File: src/rtl/core/bhsr_pkg.sv
// Shared types and constants for the button-hold speed ramp.
package bhsr_pkg;

    localparam int FREQ_BITS_DEF  = 20;
    localparam int TIMER_BITS_DEF = 16;
    localparam int STEP_BITS      = 16;

    // Increment growth is step*1000/3500, reduced to step*2/7.
    localparam int GROW_NUM  = 1000;
    localparam int GROW_DEN  = 3500;
    localparam int GROW_GCD  = 500;
    localparam int GROW_ADD  = GROW_NUM / GROW_GCD;
    localparam int GROW_DIV  = GROW_DEN / GROW_GCD;
    localparam int REM_BITS  = $clog2(GROW_DIV);

    // Band below the new maximum that resets the ramp.
    localparam int NEAR_BAND = 300;

    localparam int CFG_IDX_BITS = 2;
    localparam logic [CFG_IDX_BITS-1:0] CFG_RUN_DIR    = 2'd0;
    localparam logic [CFG_IDX_BITS-1:0] CFG_START_SPD  = 2'd1;
    localparam logic [CFG_IDX_BITS-1:0] CFG_RAMP_IVL   = 2'd2;
    localparam logic [CFG_IDX_BITS-1:0] CFG_START_INC  = 2'd3;

    typedef enum logic [1:0] {
        CMD_NONE  = 2'd0,
        CMD_RUN   = 2'd1,
        CMD_STOP  = 2'd2,
        CMD_SPEED = 2'd3
    } t_motor_cmd;

    typedef enum logic [1:0] {
        STEP_HOLD = 2'd0,
        STEP_ONE  = 2'd1,
        STEP_ZERO = 2'd2,
        STEP_INC  = 2'd3
    } t_step_op;

    typedef struct packed {
        t_motor_cmd cmd;
        logic       dir;
    } t_ctl;

endpackage

File: src/rtl/core/bhsr_step_track.sv
// Ramp step counter that keeps step*2/7 as a running quotient and remainder.
module bhsr_step_track
    import bhsr_pkg::*;
(
    input  logic                 i_clk,
    input  logic                 i_rst_n,
    input  t_step_op             i_op,
    output logic [STEP_BITS-1:0] o_grow
);

    logic [STEP_BITS-1:0] r_step, n_step;
    logic [STEP_BITS-1:0] r_quo,  n_quo;
    logic [REM_BITS-1:0]  r_rem,  n_rem;
    logic [REM_BITS:0]    w_rem_sum;

    assign w_rem_sum = {1'b0, r_rem} + (REM_BITS+1)'(GROW_ADD);

    always_comb begin
        n_step = r_step;
        n_quo  = r_quo;
        n_rem  = r_rem;
        unique case (i_op)
            STEP_HOLD: ;
            STEP_ONE: begin
                n_step = STEP_BITS'(1);
                n_quo  = '0;
                n_rem  = REM_BITS'(GROW_ADD);
            end
            STEP_ZERO: begin
                n_step = '0;
                n_quo  = '0;
                n_rem  = '0;
            end
            STEP_INC: begin
                // step saturates; quotient/remainder follow only on a real increment
                if (r_step != {STEP_BITS{1'b1}}) begin
                    n_step = r_step + 1'b1;
                    if (w_rem_sum >= (REM_BITS+1)'(GROW_DIV)) begin
                        n_quo = r_quo + 1'b1;
                        n_rem = REM_BITS'(w_rem_sum - (REM_BITS+1)'(GROW_DIV));
                    end else begin
                        n_rem = w_rem_sum[REM_BITS-1:0];
                    end
                end
            end
            default: ;
        endcase
    end

    always_ff @(posedge i_clk) begin
        if (!i_rst_n) begin
            r_step <= '0;
            r_quo  <= '0;
            r_rem  <= '0;
        end else begin
            r_step <= n_step;
            r_quo  <= n_quo;
            r_rem  <= n_rem;
        end
    end

    assign o_grow = r_quo;

endmodule

File: src/rtl/core/bhsr_ramp_logic.sv
// Next-state and result logic for one tick or set-max request.
module bhsr_ramp_logic
    import bhsr_pkg::*;
#(
    parameter int FREQ_BITS  = FREQ_BITS_DEF,
    parameter int TIMER_BITS = TIMER_BITS_DEF
) (
    input  logic                  i_action,
    input  logic                  i_pressed,
    input  logic                  i_changed,
    input  logic [FREQ_BITS-1:0]  i_new_max,
    input  logic                  i_run_dir,
    input  logic [FREQ_BITS-1:0]  i_start_speed,
    input  logic [TIMER_BITS-1:0] i_ramp_ivl,
    input  logic [FREQ_BITS-1:0]  i_start_inc,
    input  logic [FREQ_BITS-1:0]  i_freq,
    input  logic [FREQ_BITS-1:0]  i_limit,
    input  logic [FREQ_BITS-1:0]  i_inc,
    input  logic [TIMER_BITS-1:0] i_timer,
    input  logic [STEP_BITS-1:0]  i_grow,
    output logic [FREQ_BITS-1:0]  o_freq,
    output logic [FREQ_BITS-1:0]  o_limit,
    output logic [FREQ_BITS-1:0]  o_inc,
    output logic [TIMER_BITS-1:0] o_timer,
    output t_step_op              o_step_op,
    output t_ctl                  o_ctl
);

    localparam int NEAR_W = FREQ_BITS + 2;
    localparam int SUM_W  = ((FREQ_BITS > STEP_BITS) ? FREQ_BITS : STEP_BITS) + 1;

    logic [TIMER_BITS-1:0] w_timer_dec;
    logic [NEAR_W-1:0]     w_near_sum;
    logic                  w_near;
    logic                  w_overshoot;
    logic [SUM_W-1:0]      w_inc_sum;
    logic [FREQ_BITS-1:0]  w_inc_grown;
    logic [FREQ_BITS:0]    w_freq_sum;
    logic [FREQ_BITS-1:0]  w_freq_grown;

    assign w_timer_dec = (i_timer != '0) ? (i_timer - 1'b1) : '0;
    assign w_near_sum  = NEAR_W'(i_freq) + NEAR_W'(NEAR_BAND);
    assign w_near      = w_near_sum > NEAR_W'(i_new_max);
    assign w_overshoot = ({1'b0, i_freq} + {1'b0, i_inc}) > {1'b0, i_limit};

    // saturating increment growth, then saturating frequency add
    assign w_inc_sum    = SUM_W'(i_inc) + SUM_W'(i_grow);
    assign w_inc_grown  = (|w_inc_sum[SUM_W-1:FREQ_BITS]) ? {FREQ_BITS{1'b1}}
                                                          : w_inc_sum[FREQ_BITS-1:0];
    assign w_freq_sum   = {1'b0, i_freq} + {1'b0, w_inc_grown};
    assign w_freq_grown = w_freq_sum[FREQ_BITS] ? {FREQ_BITS{1'b1}}
                                                : w_freq_sum[FREQ_BITS-1:0];

    always_comb begin
        o_freq    = i_freq;
        o_limit   = i_limit;
        o_inc     = i_inc;
        o_timer   = w_timer_dec;
        o_step_op = STEP_HOLD;
        o_ctl.cmd = CMD_NONE;
        o_ctl.dir = 1'b0;
        if (i_action) begin
            // set-max does not advance the timer
            o_timer = i_timer;
            o_limit = i_new_max;
            if (w_near) begin
                o_inc     = i_start_inc;
                o_step_op = STEP_ZERO;
            end
        end else begin
            priority if (i_changed && i_pressed) begin
                o_step_op = STEP_ONE;
                o_inc     = i_start_inc;
                o_timer   = i_ramp_ivl;
                o_freq    = i_start_speed;
                o_ctl.cmd = CMD_RUN;
                o_ctl.dir = i_run_dir;
            end else if (i_changed) begin
                o_freq    = '0;
                o_ctl.cmd = CMD_STOP;
            end else if (i_freq > i_limit) begin
                o_freq    = i_limit;
                o_ctl.cmd = CMD_SPEED;
            end else if (i_pressed && (w_timer_dec == '0)) begin
                priority if (i_freq == i_limit) begin
                    o_ctl.cmd = CMD_NONE;
                end else if (w_overshoot) begin
                    // land on the limit, timer stays elapsed
                    o_freq    = i_limit;
                    o_ctl.cmd = CMD_SPEED;
                end else begin
                    o_timer   = i_ramp_ivl;
                    o_inc     = w_inc_grown;
                    o_freq    = w_freq_grown;
                    o_step_op = STEP_INC;
                    o_ctl.cmd = CMD_SPEED;
                end
            end else begin
                o_ctl.cmd = CMD_NONE;
            end
        end
    end

endmodule

File: src/rtl/core/button_hold_speed_ramp_core.sv
// Top level of the button-hold speed ramp: request register, state, result register.
// An accepted request is held in the request register; its result is then loaded into the result
// register, which can stall on i_out_stall.
// Throughput: one request per cycle while the output is not stalled; the state update goes
// through the ramp logic between the request register and the state registers.
// Reset: synchronous, active low; clears configuration, ramp state and both valid flags.
module button_hold_speed_ramp_core
    import bhsr_pkg::*;
#(
    parameter int FREQ_BITS  = FREQ_BITS_DEF,
    parameter int TIMER_BITS = TIMER_BITS_DEF,
    localparam int CFG_BITS  = (FREQ_BITS > TIMER_BITS) ? FREQ_BITS : TIMER_BITS
) (
    input  logic                    i_clk,
    input  logic                    i_rst_n,
    input  logic                    i_cfg_we,
    input  logic [CFG_IDX_BITS-1:0] i_cfg_index,
    input  logic [CFG_BITS-1:0]     i_cfg_data,
    input  logic                    i_in_valid,
    output logic                    o_in_stall,
    input  logic                    i_action,
    input  logic                    i_button_pressed,
    input  logic                    i_button_changed,
    input  logic [FREQ_BITS-1:0]    i_new_max_freq,
    output logic                    o_out_valid,
    input  logic                    i_out_stall,
    output logic [1:0]              o_motor_command,
    output logic                    o_motor_direction,
    output logic [FREQ_BITS-1:0]    o_motor_freq
);

    // configuration
    logic                  r_run_dir;
    logic [FREQ_BITS-1:0]  r_start_speed;
    logic [TIMER_BITS-1:0] r_ramp_ivl;
    logic [FREQ_BITS-1:0]  r_start_inc;

    // request register
    logic                  r_in_vld;
    logic                  r_in_action;
    logic                  r_in_pressed;
    logic                  r_in_changed;
    logic [FREQ_BITS-1:0]  r_in_max;

    // ramp state
    logic [FREQ_BITS-1:0]  r_freq,  n_freq;
    logic [FREQ_BITS-1:0]  r_limit, n_limit;
    logic [FREQ_BITS-1:0]  r_inc,   n_inc;
    logic [TIMER_BITS-1:0] r_timer, n_timer;

    // result register
    logic                  r_out_vld;
    t_ctl                  r_out_ctl;
    logic [FREQ_BITS-1:0]  r_out_freq;

    logic                  w_out_load;
    logic                  w_proc;
    t_step_op              w_step_op;
    t_step_op              w_step_cmd;
    t_ctl                  w_ctl;
    logic [STEP_BITS-1:0]  w_grow;

    assign w_out_load = !r_out_vld || !i_out_stall;
    assign w_proc     = r_in_vld && w_out_load;
    assign o_in_stall = r_in_vld && !w_out_load;
    assign w_step_cmd = w_proc ? w_step_op : STEP_HOLD;

    always_ff @(posedge i_clk) begin
        if (!i_rst_n) begin
            r_run_dir     <= 1'b0;
            r_start_speed <= '0;
            r_ramp_ivl    <= '0;
            r_start_inc   <= '0;
        end else if (i_cfg_we) begin
            unique case (i_cfg_index)
                CFG_RUN_DIR:   r_run_dir     <= i_cfg_data[0];
                CFG_START_SPD: r_start_speed <= i_cfg_data[FREQ_BITS-1:0];
                CFG_RAMP_IVL:  r_ramp_ivl    <= i_cfg_data[TIMER_BITS-1:0];
                CFG_START_INC: r_start_inc   <= i_cfg_data[FREQ_BITS-1:0];
                default: ;
            endcase
        end
    end

    always_ff @(posedge i_clk) begin
        if (!i_rst_n) begin
            r_in_vld <= 1'b0;
        end else if (!o_in_stall) begin
            r_in_vld <= i_in_valid;
        end
    end

    always_ff @(posedge i_clk) begin
        if (!o_in_stall && i_in_valid) begin
            r_in_action  <= i_action;
            r_in_pressed <= i_button_pressed;
            r_in_changed <= i_button_changed;
            r_in_max     <= i_new_max_freq;
        end
    end

    always_ff @(posedge i_clk) begin
        if (!i_rst_n) begin
            r_freq  <= '0;
            r_limit <= '0;
            r_inc   <= '0;
            r_timer <= '0;
        end else if (w_proc) begin
            r_freq  <= n_freq;
            r_limit <= n_limit;
            r_inc   <= n_inc;
            r_timer <= n_timer;
        end
    end

    always_ff @(posedge i_clk) begin
        if (!i_rst_n) begin
            r_out_vld <= 1'b0;
        end else if (w_out_load) begin
            r_out_vld <= w_proc;
        end
    end

    always_ff @(posedge i_clk) begin
        if (w_proc) begin
            r_out_ctl  <= w_ctl;
            r_out_freq <= n_freq;
        end
    end

    bhsr_ramp_logic #(
        .FREQ_BITS  (FREQ_BITS),
        .TIMER_BITS (TIMER_BITS)
    ) u_ramp_logic (
        .i_action      (r_in_action),
        .i_pressed     (r_in_pressed),
        .i_changed     (r_in_changed),
        .i_new_max     (r_in_max),
        .i_run_dir     (r_run_dir),
        .i_start_speed (r_start_speed),
        .i_ramp_ivl    (r_ramp_ivl),
        .i_start_inc   (r_start_inc),
        .i_freq        (r_freq),
        .i_limit       (r_limit),
        .i_inc         (r_inc),
        .i_timer       (r_timer),
        .i_grow        (w_grow),
        .o_freq        (n_freq),
        .o_limit       (n_limit),
        .o_inc         (n_inc),
        .o_timer       (n_timer),
        .o_step_op     (w_step_op),
        .o_ctl         (w_ctl)
    );

    bhsr_step_track u_step_track (
        .i_clk   (i_clk),
        .i_rst_n (i_rst_n),
        .i_op    (w_step_cmd),
        .o_grow  (w_grow)
    );

    assign o_out_valid       = r_out_vld;
    assign o_motor_command   = r_out_ctl.cmd;
    assign o_motor_direction = r_out_ctl.dir;
    assign o_motor_freq      = r_out_freq;

endmodule
File: config.mk
export PLATFORM = sky130hd
export DESIGN_NAME = button_hold_speed_ramp_core
export DESIGN_NICKNAME = d
export VERILOG_FILES = /design/src/rtl/core/bhsr_pkg.sv /design/src/rtl/core/bhsr_step_track.sv /design/src/rtl/core/bhsr_ramp_logic.sv /design/src/rtl/core/button_hold_speed_ramp_core.sv
export SDC_FILE = /design/constraint.sdc
export NUM_CORES = 1
export LEC_CHECK = 0
export BUFFER_PORTS_ARGS = -buffer_cell sky130_fd_sc_hd__buf_2
export CORE_MARGIN = 2
export CORE_UTILIZATION = 40
export DETAILED_ROUTE_END_ITERATION = 8
export GPL_ROUTABILITY_DRIVEN = 1
export GPL_TIMING_DRIVEN = 1
export MAX_ROUTING_LAYER = met4
export SLEW_MARGIN = 20
export SYNTH_ARGS = -nofsm -noshare
export SYNTH_HDL_FRONTEND = slang
export SYNTH_HIERARCHICAL = 1
export SYNTH_SLANG_ARGS = --single-unit
File: constraint.sdc
create_clock -name i_clk -period 8.2 [get_ports i_clk]
set_clock_uncertainty 0.05 [all_clocks]
set_input_delay 0 -clock i_clk [delete_from_list [all_inputs] [get_ports i_clk]]
set_output_delay 0 -clock i_clk [all_outputs]
set_load 0.05 [all_outputs]
==> metrics list <==
- Switching power share of the total: 0.365
- Psw: between 1 and 1.5 mW
- Final Wtd Congestion: approximately 0.96
* Number of cells traversed by the worst register-to-register path: 27
- Clock transition at the register clock pins on the worst setup and hold paths after CTS: 0.06 ns
- Total power for the finished layout comes to between 3 and 4 mW.
- TritonCTS built the clock tree.
* Maximum achievable frequency: 0.138 GHz
- The share of total power dissipated in sequential elements is 0.324.
- Path class of the lowest-slack min-delay path: input port to flop
- Post-synthesis cell count: 1933
* Share of synthesized area occupied by flip-flops and latches: 0.299
- Number of enable flip-flop cells after synthesis: between 40 and 50
- Largest fanout on the critical path: 13
- Number of cells in the design after placement: 2466
- The first global-routing pass estimated 82.5 mm of wire.
* Number of standard cells in the final layout excluding fillers: ~2600
- The worst pin sits at a relative slew slack of 0.333.
- Library cell used as clock root buffer: sky130_fd_sc_hd__clkbuf_16
* Number of unique standard cell types used by synthesis: 107
* Synthesized-area fraction occupied by adder cells: 0.100
- Setup TNS: 0 ns
* Hold Vio Cnt, Final: 0
- Number of global-route vias before repair: 14032
* DRT Pass-1 Iters: 7
* # nets final: roughly 2200
* Number of cells on the worst hold path: 2
* Max Slew Vio Count: 0
- Worst Setup Path Type: flop to flop
- Static leakage power: between 7 and 8 nW
* Fraction of power consumed by combinational cells: 0.327
* PortBufs: 74
* Cell Int Power: 2.34 mW
- Antenna violations before repair: 1
* Sort of element at the end of the critical path: flop
- The wire-length estimate of the detail-placed layout is 39.4 mm.
* Number of routed nets with antenna violations: 0
* Outcome: finished clean
* CTS sink cnt: 216
- Violation count after the first detailed-routing iteration: 1261
- Of the total synthesized cell area, the portion taken by AND, OR, NAND and NOR gates is 0.207.
- Count of pins on the block boundary: 75
- Counting the buffers created by CTS gives 27.
- The die covers 0.0416 sq mm.
- Total via count in the routed design: 15022
* Largest net degree at the start of global routing: between 90 and 100
- The total area inside the core boundary comes to 0.0396 sq mm.
- Time the final worst path needs with I/O delays and setup: just over 7 ns
- Vertical extent of the die: 204 um
* Layout cells sized above 1: 0.0980
- Core Rows: 73
- N_diodes: 0
- Average instance area after synthesis: just over 8 sq um
- Synthesis warning total: 6
- In the synthesized netlist the async set-or-reset flop fraction comes to 0.
* Final setup violation count: 0
- Share of the cycle needed by the critical path after routing: 0.887
* Slowest cell on the critical path: sky130_fd_sc_hd__dfxtp_1
- Pwr per Cell Area: 202 mW/mm^2
* Number of H-tree levels: 1
- Die width: 204 um
- Yosys reg bits: 216
- DR DRC count: 0
- Clock Latency Late Sink: around 0.56 ns
- CP Depth: 27
- The initial utilization of the core area, before any placement, comes to 0.404.
* Buffer depth of the longest clock path: 3
- After clock tree synthesis, the setup repair step added 0 buffers.
* Arrival time reported for the critical path endpoint: 7.68 ns
* Slew of the pin with the lowest slew margin: 1.00 ns
* Setup repair after global routing missed its margin: no
- Relative contribution of the clock network to total power: 0.349
* Layout-stage area growth over the synthesis result: 14.0%
* Synthesized area: 0.0160 sq mm
- Total wire length: between 50 and 60 mm
- Buf/Inv on CP: 3
- After synthesis, the share of cell area in mux cells is 0.106.
- Vias/cell: about 5.9
* Startpoint type of the worst setup path: flop
- When the netlist entered floorplanning its net count stood at 2109.
* Dominant combinational cell family by area after synthesis: simple AND/OR/NAND/NOR gates
* Average wire per cell in the routed design: 20.9 um
* Data required time of the critical path: 8.61 ns
* Area fraction in compound gates after synthesis: 0.202
- Maximum VDD drop: 151 uV
- Most used flip-flop cell after synthesis: sky130_fd_sc_hd__dfxtp_1
- Global-route usage over all layers: 0.261
- Of the total synthesized cell area, the portion taken by XOR and XNOR cells is 0.0344.
- Delay contributed by the slowest stage of the critical path: 0.50 ns
* Delay-heaviest family, CP: compound AO/OA/AOI/OAI gates
- Residual overflow from global routing: 0
* Max cap viols: 0
worst paths after layout:
kind	start	endpoint	slack (ns)
worst max-delay path	r_freq[1]$_SDFFE_PN0P_	u_step_track/r_step[15]$_SDFFE_PN0P_	0.93
worst min-delay path	i_new_max_freq[19]	r_in_max[19]$_DFFE_PP_	0.11
worst max register to register	r_freq[1]$_SDFFE_PN0P_	u_step_track/r_step[15]$_SDFFE_PN0P_	0.93
worst min register to register	r_start_speed[1]$_SDFFE_PN0P_	r_start_speed[1]$_SDFFE_PN0P_	0.41
power by group through the flow:
stage | registers (mW) | logic [mW] | clock network (mW)
6_report | 1.19 | 1.21 | 1.28
5_1_grt | 1.20 | 1.29 | 1.35
4_1_cts | 1.19 | 1.18 | 1.31
3_5_place_dp | 1.22 | 1.15 | 0
3_3_place_gp | 1.21 | 1.14 | 0
2_1_floorplan | 1.24 | 0.772 | 0
cells by family (layout without fill, tap and decap cells):
family / after synthesis / in the layout
simple gates: 691 / 691
compound gates: 485 / 485
flops: 216 / 216
buf+inv: 184 / 292
mux: 169 / 169
fa+ha+maj: 126 / 126
xor+xnor: 62 / 62
cell type report:
type	instances	area, sq um
clock buffer	33	728
timing repair buffer	157	1130
inverter	86	323
clock inverter	16	211
sequential	216	4780
multi-input combinational	1533	10400
fill	3943	21400
tap	525	657
state kept, by name, indices dropped and copies added, names as in the netlist:
signal,flops
o_motor_freq,20
r_freq,20
r_in_max,20
r_inc,20
r_limit,20
r_start_inc,20
r_start_speed,20
r_ramp_ivl,16
r_timer,16
u_step_track/o_grow,16
u_step_track/r_step,16
u_step_track/r_rem,3
o_motor_command,2
o_motor_direction,1
o_out_valid,1
r_in_action,1
r_in_changed,1
r_in_pressed,1
r_in_vld,1
r_run_dir,1
metal layers:
layer,GRT usage,up-vias,part of all wire
li1,-,7201,-
met1,0.358,7212,0.46
met2,0.408,530,0.44
met3,0.0289,79,0.067
met4,0.0707,0,0.028
met5,-,-,0
layout by cell type (no fill, tap or decap), types with 13 or more instances in the layout:
master,n
sky130_fd_sc_hd__xor2_1,19
sky130_fd_sc_hd__clkbuf_16,27
sky130_fd_sc_hd__nand4_1,26
sky130_fd_sc_hd__o21ai_0,102
sky130_fd_sc_hd__nand2_1,358
sky130_fd_sc_hd__a211o_1,13
sky130_fd_sc_hd__edfxtp_1,46
sky130_fd_sc_hd__buf_4,32
sky130_fd_sc_hd__o211ai_1,21
sky130_fd_sc_hd__a21o_1,21
sky130_fd_sc_hd__a211oi_1,22
sky130_fd_sc_hd__a22oi_1,14
sky130_fd_sc_hd__or3_1,17
sky130_fd_sc_hd__dfxtp_1,170
sky130_fd_sc_hd__o21a_1,17
sky130_fd_sc_hd__mux2i_1,162
sky130_fd_sc_hd__xnor2_1,42
sky130_fd_sc_hd__dlygate4sd3_1,51
sky130_fd_sc_hd__nor3_1,28
sky130_fd_sc_hd__and3_1,33
sky130_fd_sc_hd__buf_2,73
sky130_fd_sc_hd__a21oi_1,130
sky130_fd_sc_hd__nor2_1,89
sky130_fd_sc_hd__a31oi_1,18
sky130_fd_sc_hd__ha_1,122
sky130_fd_sc_hd__nor2b_1,14
sky130_fd_sc_hd__inv_1,85
sky130_fd_sc_hd__nand3_1,37
per-stage QoR:
step	instance area, sq um	utilization	setup slack, ns	hold WS (ns)
floorplan	16000	-	2.40	0.0489
global placement	16800	0.424	1.26	0.127
detailed placement	16800	0.424	1.06	0.129
CTS	18200	0.460	1.00	0.0781
global route	18200	0.460	0.371	0.103
finish	18200	0.460	0.929	0.109
cells in the mapped netlist (all sizes together) (21+ instances only):
library cell	instances	area, sq um
nand4	28	196
nand3	39	205
mux2i	162	1620
nand2	358	1340
nor3	30	166
o21ai	110	558
inv	85	319
edfxtp	46	1380
o211ai	21	158
xnor2	43	384
and3	33	206
ha	122	1530
a211oi	23	178
nor2	90	340
clkbuf	46	174
a21o	21	158
buf	52	328
a21oi	132	676
dfxtp	170	3400
repair_timing:
item | CTS | global route
hold buffers | 51 | 0
gates resized for setup | 0 | 0
endpoints found under the hold margin | 112 | 0
No activity file was read; power rests on OpenSTA's default activity.
